==> config.mk <==
export PLATFORM = sky130hd
export DESIGN_NAME = lfu_cache_table
export DESIGN_NICKNAME = d
export VERILOG_FILES = /design/src/rtl/lfu_pkg.sv /design/src/rtl/lfu_ctrl.sv /design/src/rtl/lfu_dp.sv /design/src/rtl/lfu_cache_table.sv
export SDC_FILE = /design/constraint.sdc
export NUM_CORES = 2
export LEC_CHECK = 0
export BUFFER_PORTS_ARGS = -buffer_cell sky130_fd_sc_hd__buf_2
export CORE_MARGIN = 10
export CORE_UTILIZATION = 55
export CTS_CLUSTER_SIZE = 16
export DETAILED_ROUTE_END_ITERATION = 10
export HOLD_SLACK_MARGIN = 0.06
export PLACE_DENSITY_LB_ADDON = 0.05
export SLEW_MARGIN = 10
export SYNTH_ARGS = -nofsm -noshare
export SYNTH_HDL_FRONTEND = slang
export SYNTH_SLANG_ARGS = --single-unit
==> constraint.sdc <==
create_clock -name clk -period 22.7 [get_ports clk]
set_clock_uncertainty 0.2 [all_clocks]
set_input_delay 6.81 -clock clk [delete_from_list [all_inputs] [get_ports clk]]
set_output_delay 6.81 -clock clk [all_outputs]
set_load 0.05 [all_outputs]
==> src/rtl/lfu_pkg.sv <==
`default_nettype none

package lfu_pkg;

  localparam int KEY_W = 32;
  localparam int DATA_W = 32;
  localparam int CFG_W = 5;
  localparam int DEF_ENTRIES = 16;
  localparam int DEF_COUNT_BITS = 16;
  localparam logic [CFG_W-1:0] CAP_RESET = 5'd16;

  typedef enum logic [1:0] {
    S_IDLE,
    S_LOOK,
    S_SCAN,
    S_EVICT
  } lfu_state_t;

  typedef struct packed {
    logic load_in;
    logic finish_look;
    logic scan_start;
    logic scan_step;
    logic finish_evict;
  } lfu_cmd_t;

  typedef struct packed {
    logic need_evict;
    logic scan_last;
    logic out_busy;
  } lfu_sts_t;

endpackage

`default_nettype wire

==> src/rtl/lfu_ctrl.sv <==
`default_nettype none

module lfu_ctrl
  import lfu_pkg::*;
(
  input  wire logic     clk,
  input  wire logic     rst,
  input  wire logic     in_valid,
  output logic          in_ready,
  input  wire lfu_sts_t sts,
  output lfu_cmd_t      cmd
);

  lfu_state_t state, state_next;

  always_ff @(posedge clk) begin
    if (rst) begin
      state <= S_IDLE;
    end else begin
      state <= state_next;
    end
  end

  always_comb begin
    state_next = state;
    case (state)
      S_IDLE: begin
        if (in_valid) state_next = S_LOOK;
      end
      S_LOOK: begin
        if (sts.need_evict) state_next = S_SCAN;
        else if (!sts.out_busy) state_next = S_IDLE;
      end
      S_SCAN: begin
        if (sts.scan_last) state_next = S_EVICT;
      end
      S_EVICT: begin
        if (!sts.out_busy) state_next = S_IDLE;
      end
      default: state_next = S_IDLE;
    endcase
  end

  always_comb begin
    cmd = '0;
    in_ready = 1'b0;
    case (state)
      S_IDLE: begin
        in_ready = !rst;
        cmd.load_in = in_valid && !rst;
      end
      S_LOOK: begin
        cmd.scan_start = sts.need_evict;
        cmd.finish_look = !sts.need_evict && !sts.out_busy;
      end
      S_SCAN: begin
        cmd.scan_step = 1'b1;
      end
      S_EVICT: begin
        cmd.finish_evict = !sts.out_busy;
      end
      default: begin
        cmd = '0;
      end
    endcase
  end

endmodule

`default_nettype wire

==> src/rtl/lfu_dp.sv <==
`default_nettype none

module lfu_dp
  import lfu_pkg::*;
#(
  parameter int ENTRIES = DEF_ENTRIES,
  parameter int COUNT_BITS = DEF_COUNT_BITS
) (
  input  wire logic              clk,
  input  wire logic              rst,
  input  wire logic              cfg_wen,
  input  wire logic [CFG_W-1:0]  cfg_wdata,
  input  wire logic              in_mode,
  input  wire logic [KEY_W-1:0]  in_key,
  input  wire logic [DATA_W-1:0] in_value,
  input  wire lfu_cmd_t          cmd,
  output lfu_sts_t               sts,
  output logic                   out_valid,
  input  wire logic              out_ready,
  output logic                   out_hit,
  output logic [DATA_W-1:0]      out_read_value,
  output logic                   out_evicted,
  output logic [KEY_W-1:0]       out_evicted_key
);

  localparam int IDX_W = (ENTRIES > 1) ? $clog2(ENTRIES) : 1;
  localparam int OCC_W = $clog2(ENTRIES + 1);
  localparam int CMP_W = (OCC_W > CFG_W) ? OCC_W : CFG_W;
  localparam logic [COUNT_BITS-1:0] CNT_MAX = {COUNT_BITS{1'b1}};

  logic [ENTRIES-1:0]    valid;
  logic [KEY_W-1:0]      key_mem  [ENTRIES];
  logic [DATA_W-1:0]     data_mem [ENTRIES];
  logic [COUNT_BITS-1:0] cnt_mem  [ENTRIES];
  logic [IDX_W-1:0]      rank_mem [ENTRIES];
  logic [OCC_W-1:0]      occupancy;
  logic [CFG_W-1:0]      capacity;

  logic                  req_put;
  logic [KEY_W-1:0]      req_key;
  logic [DATA_W-1:0]     req_val;

  logic [IDX_W-1:0]      scan_idx;
  logic                  best_found;
  logic [COUNT_BITS-1:0] best_cnt;
  logic [IDX_W-1:0]      best_rank;
  logic [IDX_W-1:0]      best_idx;
  logic [KEY_W-1:0]      best_key;

  logic [ENTRIES-1:0]    match;
  logic [ENTRIES-1:0]    free_vec;
  logic [ENTRIES-1:0]    free_low;
  logic                  hit;
  logic [IDX_W-1:0]      hit_rank;
  logic [DATA_W-1:0]     hit_data;
  logic [CMP_W-1:0]      cap_eff;
  logic                  cap_nz;
  logic                  do_touch;
  logic                  do_insert;
  logic                  better;
  logic                  load_out;

  always_comb begin
    hit_rank = '0;
    hit_data = '0;
    for (int i = 0; i < ENTRIES; i++) begin
      match[i] = valid[i] && (key_mem[i] == req_key);
      if (match[i]) begin
        hit_rank = hit_rank | rank_mem[i];
        hit_data = hit_data | data_mem[i];
      end
    end
  end

  assign hit = |match;
  assign free_vec = ~valid;
  assign free_low = free_vec & (~free_vec + {{(ENTRIES-1){1'b0}}, 1'b1});

  assign cap_eff = (CMP_W'(capacity) > CMP_W'(ENTRIES)) ? CMP_W'(ENTRIES) : CMP_W'(capacity);
  assign cap_nz = (cap_eff != '0);

  assign sts.need_evict = req_put && !hit && cap_nz && (CMP_W'(occupancy) >= cap_eff);
  assign sts.scan_last = (scan_idx == IDX_W'(ENTRIES - 1));
  assign sts.out_busy = out_valid && !out_ready;

  assign do_touch = cmd.finish_look && hit && (!req_put || cap_nz);
  assign do_insert = cmd.finish_look && req_put && !hit && cap_nz;
  assign load_out = cmd.finish_look || cmd.finish_evict;

  assign better = valid[scan_idx] &&
                  (!best_found || (cnt_mem[scan_idx] < best_cnt) ||
                   ((cnt_mem[scan_idx] == best_cnt) && (rank_mem[scan_idx] > best_rank)));

  always_ff @(posedge clk) begin
    if (rst) begin
      valid <= '0;
      occupancy <= '0;
      capacity <= CAP_RESET;
      out_valid <= 1'b0;
      best_found <= 1'b0;
    end else begin
      if (cfg_wen) capacity <= cfg_wdata;
      if (do_insert) begin
        valid <= valid | free_low;
        occupancy <= occupancy + OCC_W'(1);
      end
      if (cmd.scan_start) begin
        best_found <= 1'b0;
      end else if (cmd.scan_step && better) begin
        best_found <= 1'b1;
      end
      if (load_out) begin
        out_valid <= 1'b1;
      end else if (out_ready) begin
        out_valid <= 1'b0;
      end
    end
  end

  always_ff @(posedge clk) begin
    if (cmd.load_in) begin
      req_put <= in_mode;
      req_key <= in_key;
      req_val <= in_value;
    end
    if (cmd.scan_start) begin
      scan_idx <= '0;
    end else if (cmd.scan_step && !sts.scan_last) begin
      scan_idx <= scan_idx + IDX_W'(1);
    end
    if (cmd.scan_step && better) begin
      best_cnt <= cnt_mem[scan_idx];
      best_rank <= rank_mem[scan_idx];
      best_idx <= scan_idx;
      best_key <= key_mem[scan_idx];
    end
    if (cmd.finish_look) begin
      out_hit <= hit;
      out_read_value <= req_put ? '0 : (hit ? hit_data : '1);
      out_evicted <= 1'b0;
      out_evicted_key <= '0;
    end else if (cmd.finish_evict) begin
      out_hit <= 1'b0;
      out_read_value <= '0;
      out_evicted <= 1'b1;
      out_evicted_key <= best_key;
    end
  end

  always_ff @(posedge clk) begin
    for (int i = 0; i < ENTRIES; i++) begin
      if (do_touch) begin
        if (match[i]) begin
          if (cnt_mem[i] != CNT_MAX) cnt_mem[i] <= cnt_mem[i] + COUNT_BITS'(1);
          rank_mem[i] <= '0;
          if (req_put) data_mem[i] <= req_val;
        end else if (valid[i] && (rank_mem[i] < hit_rank)) begin
          rank_mem[i] <= rank_mem[i] + IDX_W'(1);
        end
      end
      if (do_insert) begin
        if (free_low[i]) begin
          key_mem[i] <= req_key;
          data_mem[i] <= req_val;
          cnt_mem[i] <= COUNT_BITS'(1);
          rank_mem[i] <= '0;
        end else if (valid[i]) begin
          rank_mem[i] <= rank_mem[i] + IDX_W'(1);
        end
      end
      if (cmd.finish_evict) begin
        if (best_idx == IDX_W'(i)) begin
          key_mem[i] <= req_key;
          data_mem[i] <= req_val;
          cnt_mem[i] <= COUNT_BITS'(1);
          rank_mem[i] <= '0;
        end else if (valid[i] && (rank_mem[i] < best_rank)) begin
          rank_mem[i] <= rank_mem[i] + IDX_W'(1);
        end
      end
    end
  end

endmodule

`default_nettype wire

==> src/rtl/lfu_cache_table.sv <==
// Gets, updates and inserts that need no eviction: the word is registered in IDLE, and
// LOOK loads the result once the output is free; no new word is taken until then.
// A put of a new key into a full table scans one entry per cycle for the victim,
// then EVICT replaces it once the output is free.
// Synchronous active-high reset empties the table and sets capacity to 16.
`default_nettype none

module lfu_cache_table
  import lfu_pkg::*;
#(
  parameter int ENTRIES = DEF_ENTRIES,
  parameter int COUNT_BITS = DEF_COUNT_BITS
) (
  input  wire logic                      clk,
  input  wire logic                      rst,
  input  wire logic                      cfg_wen,
  input  wire logic [CFG_W-1:0]          cfg_wdata,
  input  wire logic                      s_axis_tvalid,
  output logic                           s_axis_tready,
  input  wire logic [KEY_W+DATA_W-1:0]   s_axis_tdata,  // key, value
  input  wire logic [0:0]                s_axis_tuser,  // mode
  output logic                           m_axis_tvalid,
  input  wire logic                      m_axis_tready,
  output logic [DATA_W+KEY_W-1:0]        m_axis_tdata,  // read_value, evicted_key
  output logic [1:0]                     m_axis_tuser   // hit, evicted
);

  lfu_cmd_t          cmd;
  lfu_sts_t          sts;
  logic              out_hit;
  logic              out_evicted;
  logic [DATA_W-1:0] out_read_value;
  logic [KEY_W-1:0]  out_evicted_key;

  lfu_ctrl u_ctrl (
    .clk      (clk),
    .rst      (rst),
    .in_valid (s_axis_tvalid),
    .in_ready (s_axis_tready),
    .sts      (sts),
    .cmd      (cmd)
  );

  lfu_dp #(
    .ENTRIES    (ENTRIES),
    .COUNT_BITS (COUNT_BITS)
  ) u_dp (
    .clk             (clk),
    .rst             (rst),
    .cfg_wen         (cfg_wen),
    .cfg_wdata       (cfg_wdata),
    .in_mode         (s_axis_tuser[0]),
    .in_key          (s_axis_tdata[KEY_W-1:0]),
    .in_value        (s_axis_tdata[KEY_W+DATA_W-1:KEY_W]),
    .cmd             (cmd),
    .sts             (sts),
    .out_valid       (m_axis_tvalid),
    .out_ready       (m_axis_tready),
    .out_hit         (out_hit),
    .out_read_value  (out_read_value),
    .out_evicted     (out_evicted),
    .out_evicted_key (out_evicted_key)
  );

  assign m_axis_tdata = {out_evicted_key, out_read_value};
  assign m_axis_tuser = {out_evicted, out_hit};

endmodule

`default_nettype wire

==> impl_metrics.csv <==
group,metric,value,unit
detailed_routing,vias_per_cell,6.73,
clock_tree,cts_root_buffer,"clkbuf_16",
detailed_routing,drt-initial-drc-count,6793,
placement,dp_hpwl,169,mm
grt,grt_usage,32.1,%
sta,setup_viol,0,
run_status,status,"complete, no violations",
yosys,ys_seq_area_share,61.6,%
clock_tree,clock_latency,0.82,ns
yosys,synth_area_leaders,"edfxtp_1, mux4_2, xnor2_1",
layout,nets,5734,
yosys,ys_warn_count,0,
layout,drive_above_1_share,15.6,%
floorplan,start_util,55.4,%
pwr,netSwitchingFraction,25.5,%
floorplan,core-area,136000,µm²
yosys,yosysTopAreaCell,"edfxtp_1",
flow_run,maxCapViolations,0,
setup_path,r2r-start,"u_dp.req_key[19]$_DFFE_PP_",
sta,max_freq,67.3,MHz
grt,grt_first_pass_wirelength,352,mm
sta,rsz0062_at_grt,"no",
setup_path,crit_end,"s_axis_tready",
clock_tree,cts_tree,"built",
floorplan,die_w,390,µm
setup_path,cp-end-kind,"output pin",
grt,grt_max_degree,59,
clock_tree,ctsResizeCount,0,
yosys,syn-num-nets,5548,
yosys,yosysTopAreaCellShare,59.2,%
sta,worst_pin_slew,1.20,ns
pwr,comb_power_share,12.8,%
grt,antenna_found_initial,26,
layout,fillers,10300,
grt,grt_pass1_vias,47300,
pwr,p_int,5140,µW
sta,maxSlewViolCount,0,
detailed_routing,wl_per_cell,33.5,µm
setup_path,reg2reg_setup_slack,16.37,ns
detailed_routing,vias,50000,
pwr,pwr-share-clk,40.2,%
worst_hold_path,hold_path.class,"reg2reg",
sta,fin_crit_sh,65.4,%
pwr,p_sw,1770,µW
detailed_routing,wl,249,mm
sta,maxSlewHeadroom,19.7,%
pwr,p_leak,0.0271,µW
detailed_routing,drc,0,
placement,numPortBuffers,142,
layout,area_delta_synth_final,11.5,%
sta,hold_violations,0,
setup_path,critPathArrivalTime,7.84,ns
floorplan,top_level_ports,143,
setup_path,timing.rr.end,"u_dp.data_mem[1][213]$_DFFE_PP_",
sta,finalSetupTns,0,ns
detailed_routing,antenna_left,0,
pwr,p_per_area,82.5,nW/µm²
setup_path,cp-startpoint,"rst",
clock_tree,clockBufferDepth,3,
clock_tree,clkTransAtPathRegs,0.05,ns
clock_tree,htreeDepth,4,
yosys,synth_area,75100,µm²
setup_path,worst-r2r-cell-count,13,
setup_path,critPathLaunchType,"input pin",
clock_tree,holdBufCountCts,0,
yosys,synth_edf_count,1482,
pwr,worst_ir_drop_vdd,0.0836,mV
clock_tree,clkSinkCount,1569,
yosys,ys.flop_type,"edfxtp_1",
floorplan,rows,135,
yosys,syn_inst,5318,
setup_path,crit_fanout,31,
sta,worst_hold_slack,0.250,ns
yosys,yosysMostFrequentCell,"edfxtp_1",
yosys,synth_common_cells,"edfxtp_1, xnor2_1, nor2_1",
setup_path,crit_type,"in2out",
yosys,yosysUniqueCellTypes,78,
clock_tree,cts_setup_buffers,0,
yosys,syn_area_per_cell,14.1,µm²
setup_path,critPathRequiredTime,15.69,ns
yosys,async_reset_ff_share,0,%
floorplan,fp.dieArea,152000,µm²
yosys,ys_ff_latch,1569,
floorplan,die_h,390,µm
sta,layout_min_cycle_time,14.85,ns
grt,gr-total-overflow,0,
clock_tree,cts_buffers,168,
detailed_routing,firstDrtPassIters,6,
pwr,pwr-share-seq,47.0,%
placement,gp_congestion,1.01,
[cells in the final DEF, fill, tap and decap left out, drive strengths merged, types with 41 or more instances in the layout]
| master | n |
|---|---|
| a21oi | 76 |
| xnor2 | 471 |
| clkinv | 56 |
| dfxtp | 87 |
| nor4 | 84 |
| nor2 | 462 |
| and3 | 56 |
| clkbuf | 229 |
| nand2b | 86 |
| nand3 | 250 |
| xor2 | 269 |
| nor3 | 90 |
| nand4 | 233 |
| buf | 274 |
| mux4 | 265 |
| nor2b | 52 |
| a221oi | 49 |
| ha | 155 |
| a22o | 49 |
| a22oi | 183 |
| o21ai | 41 |
| inv | 120 |
| nand2 | 205 |
| edfxtp | 1482 |
[area by class of cell]
| cell class | instances | area (µm²) | area share [%] |
|---|---|---|---|
| flip-flops and latches | 1569 | 46300 | 55.2 |
| multi-input cells | 3377 | 27600 | 32.9 |
| clock buffers | 229 | 4540 | 5.42 |
| well taps | 1781 | 2230 | 2.66 |
| repair buffers | 274 | 1700 | 2.03 |
| clock inverters | 81 | 1010 | 1.21 |
| inverters | 114 | 428 | 0.511 |
| diodes | 5 | 12.5 | 0.0149 |
[metrics by stage]
step	power, µW	setup slack, ns	util [%]	std cells	cell area [µm²]
2_1_floorplan	3820	7.80	-	5318	75100
3_3_place_gp	4170	7.84	57.7	7115	78200
3_5_place_dp	4170	7.84	57.7	7115	78200
4_1_cts	6920	7.86	61.8	7425	83800
5_1_grt	7090	7.82	61.8	7425	83800
6_report	6910	7.85	61.8	7430	83800
[state kept, by name (all words and copies together) (netlist names), 2 cells and up, named ones only]
register / flops
u_dp.data_mem: 512
u_dp.key_mem: 512
u_dp.cnt_mem: 256
u_dp.rank_mem: 64
u_dp.best_key: 32
u_dp.out_evicted_key: 32
u_dp.out_read_value: 32
u_dp.req_key: 32
u_dp.req_val: 32
u_dp.best_cnt: 16
u_dp.valid: 16
u_dp.capacity: 5
u_dp.occupancy: 5
u_dp.best_idx: 4
u_dp.best_rank: 4
u_dp.scan_idx: 4
u_ctrl.state: 2
[worst min path at each step]
stage | startpoint | endpoint | slack (ns) | cells past startpoint
2_1_floorplan | u_dp.scan_idx[2]$_SDFFE_PP0P_ | u_dp.best_idx[2]$_DFFE_PP_ | 0.21 | 0
3_3_place_gp | u_dp.out_evicted_key[11]$_SDFFE_PP0P_ | u_dp.out_evicted_key[11]$_SDFFE_PP0P_ | 0.24 | 2
3_5_place_dp | u_dp.out_evicted_key[30]$_SDFFE_PP0P_ | u_dp.out_evicted_key[30]$_SDFFE_PP0P_ | 0.25 | 2
4_1_cts | u_dp.out_evicted_key[30]$_SDFFE_PP0P_ | u_dp.out_evicted_key[30]$_SDFFE_PP0P_ | 0.25 | 2
5_1_grt | u_dp.out_evicted_key[30]$_SDFFE_PP0P_ | u_dp.out_evicted_key[30]$_SDFFE_PP0P_ | 0.27 | 2
6_report | u_dp.out_evicted_key[30]$_SDFFE_PP0P_ | u_dp.out_evicted_key[30]$_SDFFE_PP0P_ | 0.25 | 2
[power by group through the flow]
stage	sequential (µW)	combinational, µW	clock [µW]
global route	3250	911	2930
CTS	3250	866	2810
floorplan	3290	534	0
finish	3250	884	2780
global placement	3310	862	0
detailed placement	3310	864	0
[worst max-delay path, cell delays in order]
cell and delay [ns]:
buf_2 0.63, nor3_1 0.14, buf_2 0.26
[routing by layer]
metal | vias to the layer above | share of wire [%] | global-route usage (%)
met1 | 25500 | 41 | 46.4
met4 | 10 | 4.2 | 12.3
met5 | - | 0.029 | 0
li1 | 21000 | - | -
met3 | 497 | 11 | 7.52
met2 | 3000 | 44 | 47.3
[cells by family after synthesis]
logic type,Yosys count,synth area share (%)
AO/OA/AOI/OAI,595,6.12
XOR/XNOR,740,8.63
adder cells (fa/ha/maj),155,2.58
buffers and inverters,372,2.11
flip-flops,1569,61.6
multiplexers,271,8.03
AND/OR/NAND/NOR,1616,11.0
No activity file was read; power rests on OpenSTA's default activity.
